[config.mk]
export PLATFORM = sky130hd
export DESIGN_NAME = bmh_engine_flat
export DESIGN_NICKNAME = d
export VERILOG_FILES = /design/src/bmh_pkg.sv /design/src/bmh_if.sv /design/src/bmh_engine.sv /design/src/flat_wrapper.sv
export SDC_FILE = /design/constraint.sdc
export NUM_CORES = 1
export LEC_CHECK = 0
export ABC_CLOCK_PERIOD_IN_PS = 17020
export BUFFER_PORTS_ARGS = -buffer_cell sky130_fd_sc_hd__buf_2
export CAP_MARGIN = 20
export CORE_ASPECT_RATIO = 2
export CORE_MARGIN = 2
export CORE_UTILIZATION = 60
export DETAILED_ROUTE_END_ITERATION = 12
export GPL_TIMING_DRIVEN = 0
export MAX_ROUTING_LAYER = met4
export PLACE_DENSITY = 0.8
export SLEW_MARGIN = 20
export SYNTH_ARGS = -nofsm -noshare
export SYNTH_HDL_FRONTEND = slang
export SYNTH_SLANG_ARGS = --single-unit
export TNS_END_PERCENT = 20
[constraint.sdc]
create_clock -name clk -period 17.02 [get_ports clk]
set_clock_uncertainty 0.15 [all_clocks]
set_input_delay 2.553 -clock clk [delete_from_list [all_inputs] [get_ports clk]]
set_output_delay 2.553 -clock clk [all_outputs]
set_load 0.02 [all_outputs]
[src/bmh_pkg.sv]
package bmh_pkg;

    // command and status field widths
    localparam int CMD_W    = 2;
    localparam int STATUS_W = 2;

    // capacity register
    localparam int              CAP_W     = 9;
    localparam logic [CAP_W-1:0] CAP_RESET = 9'd256;

    // command codes
    typedef enum logic [CMD_W-1:0] {
        CMD_INSERT = 2'd0,
        CMD_DELETE = 2'd1,
        CMD_CLEAR  = 2'd2,
        CMD_NOP    = 2'd3
    } cmd_t;

    // result status codes
    typedef enum logic [STATUS_W-1:0] {
        ST_DONE  = 2'd0,
        ST_FULL  = 2'd1,
        ST_EMPTY = 2'd2
    } status_t;

endpackage

[src/bmh_if.sv]
// command channel: one item is one heap operation
interface bmh_cmd_if #(
    parameter int VALUE_WIDTH = 32
);
    logic                          valid;
    logic                          ready;
    logic [bmh_pkg::CMD_W-1:0]     cmd;
    logic signed [VALUE_WIDTH-1:0] value;

    modport source (output valid, cmd, value, input ready);
    modport sink   (input valid, cmd, value, output ready);
endinterface

// result channel: one item per command
interface bmh_rsp_if #(
    parameter int VALUE_WIDTH = 32,
    parameter int COUNT_WIDTH = 9
);
    logic                          valid;
    logic                          ready;
    logic [bmh_pkg::STATUS_W-1:0]  status;
    logic signed [VALUE_WIDTH-1:0] removed_value;
    logic signed [VALUE_WIDTH-1:0] current_min;
    logic [COUNT_WIDTH-1:0]        entry_count;
    logic                          is_empty;
    logic                          is_full;

    modport source (output valid, status, removed_value, current_min, entry_count,
                    is_empty, is_full, input ready);
    modport sink   (input valid, status, removed_value, current_min, entry_count,
                    is_empty, is_full, output ready);
endinterface

[src/bmh_engine.sv]
module bmh_engine #(
    parameter int MAX_ENTRIES = 256,
    parameter int VALUE_WIDTH = 32
) (
    input  logic                                   clk,
    input  logic                                   rst_n,
    input  logic [bmh_pkg::CAP_W-1:0]              capacity,
    bmh_cmd_if.sink                                cmd_ch,
    bmh_rsp_if.source                              rsp_ch,
    output logic                                   mem_wr_en,
    output logic [$clog2(MAX_ENTRIES)-1:0]         mem_wr_addr,
    output logic signed [VALUE_WIDTH-1:0]          mem_wr_data,
    output logic                                   mem_rd_en,
    output logic [$clog2(MAX_ENTRIES)-1:0]         mem_rd_addr,
    input  logic signed [VALUE_WIDTH-1:0]          mem_rd_data
);

    localparam int CNT_W  = $clog2(MAX_ENTRIES + 1);
    localparam int ADDR_W = $clog2(MAX_ENTRIES);
    localparam int EW     = (CNT_W > bmh_pkg::CAP_W) ? CNT_W : bmh_pkg::CAP_W;

    typedef enum logic [2:0] {
        S_IDLE,
        S_INS_CMP,
        S_DEL_LAST,
        S_DEL_LEFT,
        S_DEL_RIGHT,
        S_PLACE,
        S_DONE
    } state_t;

    state_t                        state_reg, state_next;
    logic [CNT_W-1:0]              cnt_reg, cnt_next;
    logic [CNT_W-1:0]              idx_reg, idx_next;
    logic signed [VALUE_WIDTH-1:0] key_reg, key_next;
    logic signed [VALUE_WIDTH-1:0] left_reg, left_next;
    logic signed [VALUE_WIDTH-1:0] root_reg, root_next;
    logic signed [VALUE_WIDTH-1:0] removed_reg, removed_next;
    bmh_pkg::status_t              status_reg, status_next;

    logic                          out_valid_reg, out_valid_next;
    bmh_pkg::status_t              out_status_reg, out_status_next;
    logic signed [VALUE_WIDTH-1:0] out_removed_reg, out_removed_next;
    logic signed [VALUE_WIDTH-1:0] out_min_reg, out_min_next;
    logic [CNT_W-1:0]              out_count_reg, out_count_next;
    logic                          out_empty_reg, out_empty_next;
    logic                          out_full_reg, out_full_next;

    logic                          accept;
    logic                          full_w;
    logic [EW-1:0]                 cap_ext;
    logic [EW-1:0]                 max_ext;
    logic [EW-1:0]                 eff_cap;
    logic [CNT_W:0]                child_w;
    logic [CNT_W:0]                n_w;
    logic                          pick_right;
    logic signed [VALUE_WIDTH-1:0] best_val;
    logic [CNT_W-1:0]              best_slot;
    logic [CNT_W:0]                grand_w;
    logic [CNT_W-1:0]              new_slot;
    logic [CNT_W-1:0]              up_slot;
    logic                          wr_en;
    logic [CNT_W-1:0]              wr_slot;
    logic signed [VALUE_WIDTH-1:0] wr_data;
    logic                          rd_en;
    logic [CNT_W-1:0]              rd_slot;

    // heap slots count from one, the store from zero
    function automatic logic [ADDR_W-1:0] slot_addr(input logic [CNT_W-1:0] slot);
        logic [CNT_W-1:0] t;
        t = slot - CNT_W'(1);
        return t[ADDR_W-1:0];
    endfunction

    // effective capacity and full flag
    always_comb
    begin
        cap_ext = EW'(capacity);
        max_ext = EW'(MAX_ENTRIES);
        eff_cap = (cap_ext > max_ext) ? max_ext : cap_ext;
        full_w  = (EW'(cnt_reg) >= eff_cap);
    end

    // child selection for the down walk
    always_comb
    begin
        child_w    = {idx_reg, 1'b0};
        n_w        = {1'b0, cnt_reg};
        pick_right = (child_w < n_w) && (mem_rd_data < left_reg);
        best_val   = pick_right ? mem_rd_data : left_reg;
        best_slot  = child_w[CNT_W-1:0] | CNT_W'(pick_right);
        grand_w    = {best_slot, 1'b0};
        new_slot   = cnt_reg + CNT_W'(1);
        up_slot    = idx_reg >> 1;
    end

    assign accept = cmd_ch.valid && cmd_ch.ready;

    // sequencer
    always_comb
    begin
        state_next       = state_reg;
        cnt_next         = cnt_reg;
        idx_next         = idx_reg;
        key_next         = key_reg;
        left_next        = left_reg;
        removed_next     = removed_reg;
        status_next      = status_reg;
        out_valid_next   = out_valid_reg && !rsp_ch.ready;
        out_status_next  = out_status_reg;
        out_removed_next = out_removed_reg;
        out_min_next     = out_min_reg;
        out_count_next   = out_count_reg;
        out_empty_next   = out_empty_reg;
        out_full_next    = out_full_reg;
        wr_en            = 1'b0;
        wr_slot          = idx_reg;
        wr_data          = key_reg;
        rd_en            = 1'b0;
        rd_slot          = idx_reg;

        case (state_reg)
            S_IDLE:
            begin
                if (accept)
                begin
                    removed_next = '0;
                    status_next  = bmh_pkg::ST_DONE;
                    state_next   = S_DONE;
                    case (cmd_ch.cmd)
                        bmh_pkg::CMD_INSERT:
                        begin
                            if (full_w)
                            begin
                                status_next = bmh_pkg::ST_FULL;
                            end
                            else
                            begin
                                cnt_next = new_slot;
                                idx_next = new_slot;
                                key_next = cmd_ch.value;
                                if (cnt_reg == '0)
                                begin
                                    wr_en   = 1'b1;
                                    wr_slot = new_slot;
                                    wr_data = cmd_ch.value;
                                end
                                else
                                begin
                                    rd_en      = 1'b1;
                                    rd_slot    = new_slot >> 1;
                                    state_next = S_INS_CMP;
                                end
                            end
                        end
                        bmh_pkg::CMD_DELETE:
                        begin
                            if (cnt_reg == '0)
                            begin
                                status_next = bmh_pkg::ST_EMPTY;
                            end
                            else
                            begin
                                removed_next = root_reg;
                                cnt_next     = cnt_reg - CNT_W'(1);
                                rd_en        = 1'b1;
                                rd_slot      = cnt_reg;
                                state_next   = S_DEL_LAST;
                            end
                        end
                        bmh_pkg::CMD_CLEAR:
                        begin
                            cnt_next = '0;
                        end
                        default:
                        begin
                            state_next = S_DONE;
                        end
                    endcase
                end
            end

            // parent arrived: move it down or place the key
            S_INS_CMP:
            begin
                wr_en = 1'b1;
                if (mem_rd_data > key_reg)
                begin
                    wr_data  = mem_rd_data;
                    idx_next = up_slot;
                    if (up_slot == CNT_W'(1))
                    begin
                        state_next = S_PLACE;
                    end
                    else
                    begin
                        rd_en   = 1'b1;
                        rd_slot = up_slot >> 1;
                    end
                end
                else
                begin
                    state_next = S_DONE;
                end
            end

            // old last element arrived, start at the root
            S_DEL_LAST:
            begin
                key_next = mem_rd_data;
                idx_next = CNT_W'(1);
                if (cnt_reg == '0)
                begin
                    state_next = S_DONE;
                end
                else if (cnt_reg == CNT_W'(1))
                begin
                    wr_en      = 1'b1;
                    wr_slot    = CNT_W'(1);
                    wr_data    = mem_rd_data;
                    state_next = S_DONE;
                end
                else
                begin
                    rd_en      = 1'b1;
                    rd_slot    = CNT_W'(2);
                    state_next = S_DEL_LEFT;
                end
            end

            // left child arrived, fetch the right one if present
            S_DEL_LEFT:
            begin
                left_next  = mem_rd_data;
                state_next = S_DEL_RIGHT;
                if (child_w < n_w)
                begin
                    rd_en   = 1'b1;
                    rd_slot = child_w[CNT_W-1:0] + CNT_W'(1);
                end
            end

            // pull the smaller child up or settle the moving element
            S_DEL_RIGHT:
            begin
                wr_en = 1'b1;
                if (best_val < key_reg)
                begin
                    wr_data  = best_val;
                    idx_next = best_slot;
                    if (grand_w > n_w)
                    begin
                        state_next = S_PLACE;
                    end
                    else
                    begin
                        rd_en      = 1'b1;
                        rd_slot    = grand_w[CNT_W-1:0];
                        state_next = S_DEL_LEFT;
                    end
                end
                else
                begin
                    state_next = S_DONE;
                end
            end

            S_PLACE:
            begin
                wr_en      = 1'b1;
                state_next = S_DONE;
            end

            // hand the result to the output register once it is free
            S_DONE:
            begin
                if (!out_valid_reg || rsp_ch.ready)
                begin
                    out_valid_next   = 1'b1;
                    out_status_next  = status_reg;
                    out_removed_next = removed_reg;
                    out_min_next     = (cnt_reg != '0) ? root_reg : '0;
                    out_count_next   = cnt_reg;
                    out_empty_next   = (cnt_reg == '0);
                    out_full_next    = full_w;
                    state_next       = S_IDLE;
                end
            end

            default:
            begin
                state_next = S_IDLE;
            end
        endcase
    end

    // root copy follows every write of the first slot
    always_comb
    begin
        root_next = root_reg;
        if (wr_en && (wr_slot == CNT_W'(1)))
        begin
            root_next = wr_data;
        end
    end

    // state and registered outputs
    always_ff @(posedge clk or negedge rst_n)
    begin
        if (!rst_n)
        begin
            state_reg     <= S_IDLE;
            cnt_reg       <= '0;
            out_valid_reg <= 1'b0;
        end
        else
        begin
            state_reg     <= state_next;
            cnt_reg       <= cnt_next;
            out_valid_reg <= out_valid_next;
        end
    end

    always_ff @(posedge clk)
    begin
        idx_reg         <= idx_next;
        key_reg         <= key_next;
        left_reg        <= left_next;
        root_reg        <= root_next;
        removed_reg     <= removed_next;
        status_reg      <= status_next;
        out_status_reg  <= out_status_next;
        out_removed_reg <= out_removed_next;
        out_min_reg     <= out_min_next;
        out_count_reg   <= out_count_next;
        out_empty_reg   <= out_empty_next;
        out_full_reg    <= out_full_next;
    end

    // store port
    assign mem_wr_en   = wr_en;
    assign mem_wr_addr = slot_addr(wr_slot);
    assign mem_wr_data = wr_data;
    assign mem_rd_en   = rd_en;
    assign mem_rd_addr = slot_addr(rd_slot);

    // channels
    assign cmd_ch.ready         = (state_reg == S_IDLE);
    assign rsp_ch.valid         = out_valid_reg;
    assign rsp_ch.status        = out_status_reg;
    assign rsp_ch.removed_value = out_removed_reg;
    assign rsp_ch.current_min   = out_min_reg;
    assign rsp_ch.entry_count   = out_count_reg;
    assign rsp_ch.is_empty      = out_empty_reg;
    assign rsp_ch.is_full       = out_full_reg;

endmodule

[src/flat_wrapper.sv]
// flat-port wrapper written by rule: the top's interface ports become plain ports
module bmh_engine_flat 
#(
    parameter int MAX_ENTRIES = 256,
    parameter int VALUE_WIDTH = 32
)
  (clk, rst_n, capacity, mem_wr_en, mem_wr_addr, mem_wr_data, mem_rd_en, mem_rd_addr, mem_rd_data, cmd_ch_valid, cmd_ch_cmd, cmd_ch_value, cmd_ch_ready, rsp_ch_valid, rsp_ch_status, rsp_ch_removed_value, rsp_ch_current_min, rsp_ch_entry_count, rsp_ch_is_empty, rsp_ch_is_full, rsp_ch_ready);
  bmh_cmd_if #(.VALUE_WIDTH(VALUE_WIDTH)) cmd_ch_i ();
  bmh_rsp_if #(.VALUE_WIDTH(VALUE_WIDTH)) rsp_ch_i ();
  input  logic clk;
  input  logic rst_n;
  input  logic [bmh_pkg::CAP_W-1:0] capacity;
  output logic mem_wr_en;
  output logic [$clog2(MAX_ENTRIES)-1:0] mem_wr_addr;
  output logic signed [VALUE_WIDTH-1:0] mem_wr_data;
  output logic mem_rd_en;
  output logic [$clog2(MAX_ENTRIES)-1:0] mem_rd_addr;
  input  logic signed [VALUE_WIDTH-1:0] mem_rd_data;
  input wire logic [$bits(cmd_ch_i.valid)-1:0] cmd_ch_valid;
  input wire logic [$bits(cmd_ch_i.cmd)-1:0] cmd_ch_cmd;
  input wire logic [$bits(cmd_ch_i.value)-1:0] cmd_ch_value;
  output wire logic [$bits(cmd_ch_i.ready)-1:0] cmd_ch_ready;
  output wire logic [$bits(rsp_ch_i.valid)-1:0] rsp_ch_valid;
  output wire logic [$bits(rsp_ch_i.status)-1:0] rsp_ch_status;
  output wire logic [$bits(rsp_ch_i.removed_value)-1:0] rsp_ch_removed_value;
  output wire logic [$bits(rsp_ch_i.current_min)-1:0] rsp_ch_current_min;
  output wire logic [$bits(rsp_ch_i.entry_count)-1:0] rsp_ch_entry_count;
  output wire logic [$bits(rsp_ch_i.is_empty)-1:0] rsp_ch_is_empty;
  output wire logic [$bits(rsp_ch_i.is_full)-1:0] rsp_ch_is_full;
  input wire logic [$bits(rsp_ch_i.ready)-1:0] rsp_ch_ready;
  assign cmd_ch_i.valid = cmd_ch_valid;
  assign cmd_ch_i.cmd = cmd_ch_cmd;
  assign cmd_ch_i.value = cmd_ch_value;
  assign cmd_ch_ready = cmd_ch_i.ready;
  assign rsp_ch_valid = rsp_ch_i.valid;
  assign rsp_ch_status = rsp_ch_i.status;
  assign rsp_ch_removed_value = rsp_ch_i.removed_value;
  assign rsp_ch_current_min = rsp_ch_i.current_min;
  assign rsp_ch_entry_count = rsp_ch_i.entry_count;
  assign rsp_ch_is_empty = rsp_ch_i.is_empty;
  assign rsp_ch_is_full = rsp_ch_i.is_full;
  assign rsp_ch_i.ready = rsp_ch_ready;
  bmh_engine #(.MAX_ENTRIES(MAX_ENTRIES), .VALUE_WIDTH(VALUE_WIDTH)) u_core (.clk(clk), .rst_n(rst_n), .capacity(capacity), .cmd_ch(cmd_ch_i), .rsp_ch(rsp_ch_i), .mem_wr_en(mem_wr_en), .mem_wr_addr(mem_wr_addr), .mem_wr_data(mem_wr_data), .mem_rd_en(mem_rd_en), .mem_rd_addr(mem_rd_addr), .mem_rd_data(mem_rd_data));
endmodule
* After elaboration in Yosys (flattened, before gate mapping)
Index checks and enable logic that the tools add are counted.
** Word-level totals
- Register bits after elaboration :: 229
- Latch bits :: 0
- Bits in writable memories :: 0
- Bits in read-only memories :: 0
- Memories :: 0
** Cells by class
- Add/sub/neg operators :: 5
- $mul :: 0
- Divide/modulo/power cells :: 0
- $lt $le $gt $ge :: 7
- Equality and inequality tests :: 20
- Shift-type cells :: 0
- Mux-type cells :: 80
- Bitwise logic cells :: 2
- Reductions and logical operators :: 22
** Operators with widths (number)
- 2-to-1 mux 32 bit :: 12
- one-hot mux 32 bit (4 select lines) :: 1
- 2-to-1 mux 9 bit :: 13
- 2-to-1 mux 8 bit :: 11
- < comparator 32 bit :: 2
- one-hot mux 32 bit (2 select lines) :: 1
- one-hot mux 8 bit (5 select lines) :: 1
- one-hot mux 9 bit (4 select lines) :: 1
- 2-to-1 mux 3 bit :: 11
- greater-than comparator 32 bit :: 1
- one-hot mux 9 bit (3 select lines) :: 1
- one-hot mux 3 bit (7 select lines) :: 1
- 2-to-1 mux 1 bit :: 19
- == test 9 x 1 -> 1 bit (second input constant) :: 2
- one-hot mux 9 bit (2 select lines) :: 1
- one-hot mux 8 bit (2 select lines) :: 1
- subtractor 8 x 1 -> 8 bit (second input constant) :: 2
- greater-than comparator 10 x 9 -> 1 bit :: 1
- < comparator 10 x 9 -> 1 bit :: 1
- != test 2 bit (second input constant) :: 5
- adder 9 x 1 -> 9 bit (second input constant) :: 1
- == test 3 bit (second input constant) :: 3
- >= comparator 9 bit :: 1
- greater-than comparator 9 bit (second input constant) :: 1
- 34 further kinds :: 42

* Depth between registers and ports, before layout
- Word-level depth :: 9
- Gate-level depth with buffers :: 29

* Least setup slack after synthesis
Ideal clock, no wire load.
- Path kind :: input port to output port
- Start point :: in mem_rd_data[26]
- End point :: out mem_rd_addr[5]
- Arrival :: 8718 ps
- Path slack :: 5599 ps
- Stages on the path :: 23
- Buffers on the path :: 2
- Cell sequence :: ha_1 and4_1 nor4b_1 a221oi_1 o21ai_1 or4_4 and2_1 buf_6 inv_2 buf_1 mux2i_1 inv_1 ha_1 nand4_1 nor4_1 a21boi_0 nor3_1 mux2_2 a211oi_4 a311oi_1 or4b_1 nor4_1 xor2_1
** On the way
- Longest elaborated chain between the ends :: 8
- Elaborated cells on any way between the ends :: 12
** Ends and longest elaborated chain
- from (decl) :: RTL line flat_wrapper.sv:18 : input logic signed [VALUE_WIDTH-1:0] mem_rd_data;
- branches (longest 6 deep; another with < comparator 32 bit)
- one-hot mux 8 bit (5 select lines) (*) :: RTL line bmh_engine.sv:122 : case (state_reg)
- subtractor 8 x 1 -> 8 bit (*) :: RTL line bmh_engine.sv:71 : t = slot - CNT_W'(1);
- to (decl) :: RTL line flat_wrapper.sv:17 : output logic [$clog2(MAX_ENTRIES)-1:0] mem_rd_addr;
Mark *: on every way between the ends.

* Worst setup path after layout
- Start point :: in mem_rd_data[31]
- End point :: out mem_rd_addr[5]
Same word-level chain as after synthesis.

==> flow_metrics.tcl <==
set metrics [dict create \
    status "completed" \
    syn_to_final_growth_pct 15.02 \
    cts_root_buf "clkbuf_16" \
    setup_tns_ps 0 \
    busiest_layer "met2" \
    final_util_pct 70.04 \
    vias 12480 \
    h-tree-depth 1 \
    setup.worst_path.end_class "primary output" \
    synth.avg_cell_area_um2 10.29 \
    dieArea_mm2 0.02541 \
    portBuffers 207 \
    fp.dieW_um 113.7 \
    cts_num_sinks 229 \
    core-area_mm2 0.02372 \
    power_frac_seq_pct 25.6 \
    multi_input_area_mm2 0.006935 \
    track_usage_pct 36.41 \
    ys_seq_area_share_pct 47.15 \
    worst_slack_ps 3362 \
    cts_resized 0 \
    async_flop_share_pct 5.677 \
    yosysUniqueCellTypes 77 \
    whs_path_depth 0 \
    crit_type "in2out" \
    fin_crit_ps 13660 \
    synth_fp_nets 1611 \
    pwr-share-comb_pct 61.3 \
    finalWeightedCongestion 0.9989 \
    final_cell_mix "edfxtp_1 (216), buf_2 (210), nand2_1 (143)" \
    whs_ps 269.8 \
    holdBufCountCts 0 \
    tightest_slew_ps 1153 \
    slew_violations 0 \
    synth.top_cell.area_share_pct 44.90 \
    fin_nets 1848 \
    met1_usage_pct 35.71 \
    dp_hpwl_mm 35.76 \
    grt.overflow.total 0 \
    final_cell_area_mm2 0.01662 \
    syn_inst 1404 \
    post_cts_buffers 0 \
    drtAntennaViolNets 0 \
    numCtsBuffers 21 \
    dpl_worst_slack_ps 3671 \
    antenna_found_initial 0 \
    start_kind "primary input" \
    layout-drive-gt1-share_pct 18.90 \
    min_period_over_period_pct 80.25 \
    ir_drop_mv 0.1960 \
    synth_edf_count 216 \
    synth_area_leader_cell "edfxtp_1" \
    drt-initial-drc-count 1073 \
    wl_per_cell_um 23.52 \
    dieHeight_um 223.4 \
    nFillCells 1818 \
    clk_path_buf_depth 3 \
    grt_util_met3_pct 4.075 \
    synthFlopType "edfxtp_1" \
    routed_wl_mm 45.72 \
    drc_errors 0 \
    clk_latency_ps 530 \
    viasPerCell 6.417 \
    swShare_pct 50.59 \
    clkPwrFrac_pct 13.0 \
    cts.clk_slew.worst_paths_ps 70 \
    power_switching_mw 1.791 \
    power_density_mw_per_mm2 213.1 \
    final_common_cell "edfxtp_1" \
    ys_warn_count 0 \
    finalSetupViolations 0 \
    synth_seq_cells 229 \
    maxCapViolations 0 \
    rsz0062_at_grt "false" \
    met2_usage_pct 65.19 \
    initial_core_util_pct 60.90 \
    worstPathRequired_ps 14320 \
    crit_arrival_ps 10960 \
    grt_max_degree 51 \
    cp_max_fo 10 \
    p_int_mw 1.750 \
    p_leak_nw 6.886 \
    grt_pass1_vias 12460 \
    reg2regPathDepth 26 \
    io_pins 208 \
    fmax_ghz 0.07322 \
    first_pass_iters 6 \
    cts_tree "built" \
    synth.area.top_cells "edfxtp_1 (45%), ha_1 (11%), o21ai_0 (3.7%), nand2_1 (3.7%), inv_1 (3.1%)" \
    hold_viol_final 0 \
    slew_headroom_pct 23.13 \
    hp-class "reg2reg" \
    grt_first_pass_wirelength_mm 68.12 \
    placed_cell_area_mm2 0.01596 \
    ff_latch_area_mm2 0.006812 \
    syn-cell-area_mm2 0.01445 \
    rows 80 \
]
through the flow:
stage | total power [mW] | instances
floorplan | 2.268 | 1404
global placement | 2.988 | 1898
detailed placement | 3.034 | 1905
CTS | 3.495 | 1943
global route | 3.714 | 1943
finish | 3.541 | 1944
power by group through the flow:
stage               clock network [mW]  logic, mW  registers (mW)
global placement                     0       2.07           0.923
detailed placement                   0       2.12           0.916
finish                           0.461       2.17           0.908
global route                     0.481       2.31           0.918
CTS                              0.461       2.13           0.905
floorplan                            0       1.32           0.947
layer usage:
layer	up-vias	part of all wire (%)
li1	5688	-
met1	5872	32
met2	687	53
met3	228	6.4
met4	0	8.6
met5	-	0
cell families after synthesis:
kind of cell,synth area share [%]
flip-flops,47.15
multiplexers,5.171
adder cells (fa/ha/maj),11.09
AO/OA/AOI/OAI,16.67
AND/OR/NAND/NOR,13.75
XOR/XNOR,1.152
buffers and inverters,5.015
worst paths after layout:
check	from	slack, ps	to
worst max-delay path	mem_rd_data[31]	3360	mem_rd_addr[5]
worst min-delay path	u_core.removed_reg[24]	270	u_core.rsp_ch.removed_value[24]
worst max register to register	u_core.cnt_reg[6]	8090	u_core.root_reg[5]
worst min register to register	u_core.removed_reg[24]	270	u_core.rsp_ch.removed_value[24]
max in group asynchronous	rst_n	14670	u_core.state_reg[0]
min in group asynchronous	rst_n	1780	u_core.cnt_reg[3]
Yosys cell counts, types with 7 or more instances:
cell type  number
edfxtp_1      216
ha_1          128
and3_1          7
nor3_1         18
o211ai_1       13
inv_1         119
nand3_1        29
o21a_1         12
a221oi_1       38
nor2b_1        38
nand2_1       143
o22ai_1        17
nor2_1         65
a31oi_1        11
a21o_1         14
or3_1           9
mux2_2         36
a22oi_1         7
dfrtp_1        13
o21ai_0       108
clkbuf_1       58
and2_1         43
xnor2_1        13
a21oi_1        71
nand4_1        12
mux2i_1        33
worst max-delay path, stage by stage:
cell	delay, ps
buf_2	140
ha_1	360
nand4_1	160
nor4b_1	550
nand2_1	210
a21oi_1	310
o211ai_1	230
and2_1	240
buf_6	140
inv_2	160
buf_1	870
mux2i_1	380
inv_1	100
ha_1	300
nand4_1	150
nor4_1	960
a21boi_0	530
nor3_1	130
mux2_2	300
a211oi_4	80
a311oi_1	810
or4b_1	590
nor4_1	270
xor2_1	210
buf_2	200
final cells by class:
| cell class | instances | share of cell area [%] |
|---|---|---|
| inverters | 123 | 2.779 |
| diodes | 1 | 0.01506 |
| well taps | 287 | 2.161 |
| plain buffers | 67 | 1.581 |
| multi-input cells | 985 | 41.74 |
| clock buffers | 26 | 3.336 |
| flip-flops and latches | 229 | 40.99 |
| repair buffers | 214 | 6.822 |
| clock inverters | 12 | 0.5723 |
Note: power is estimated with default switching activity, not from simulation.
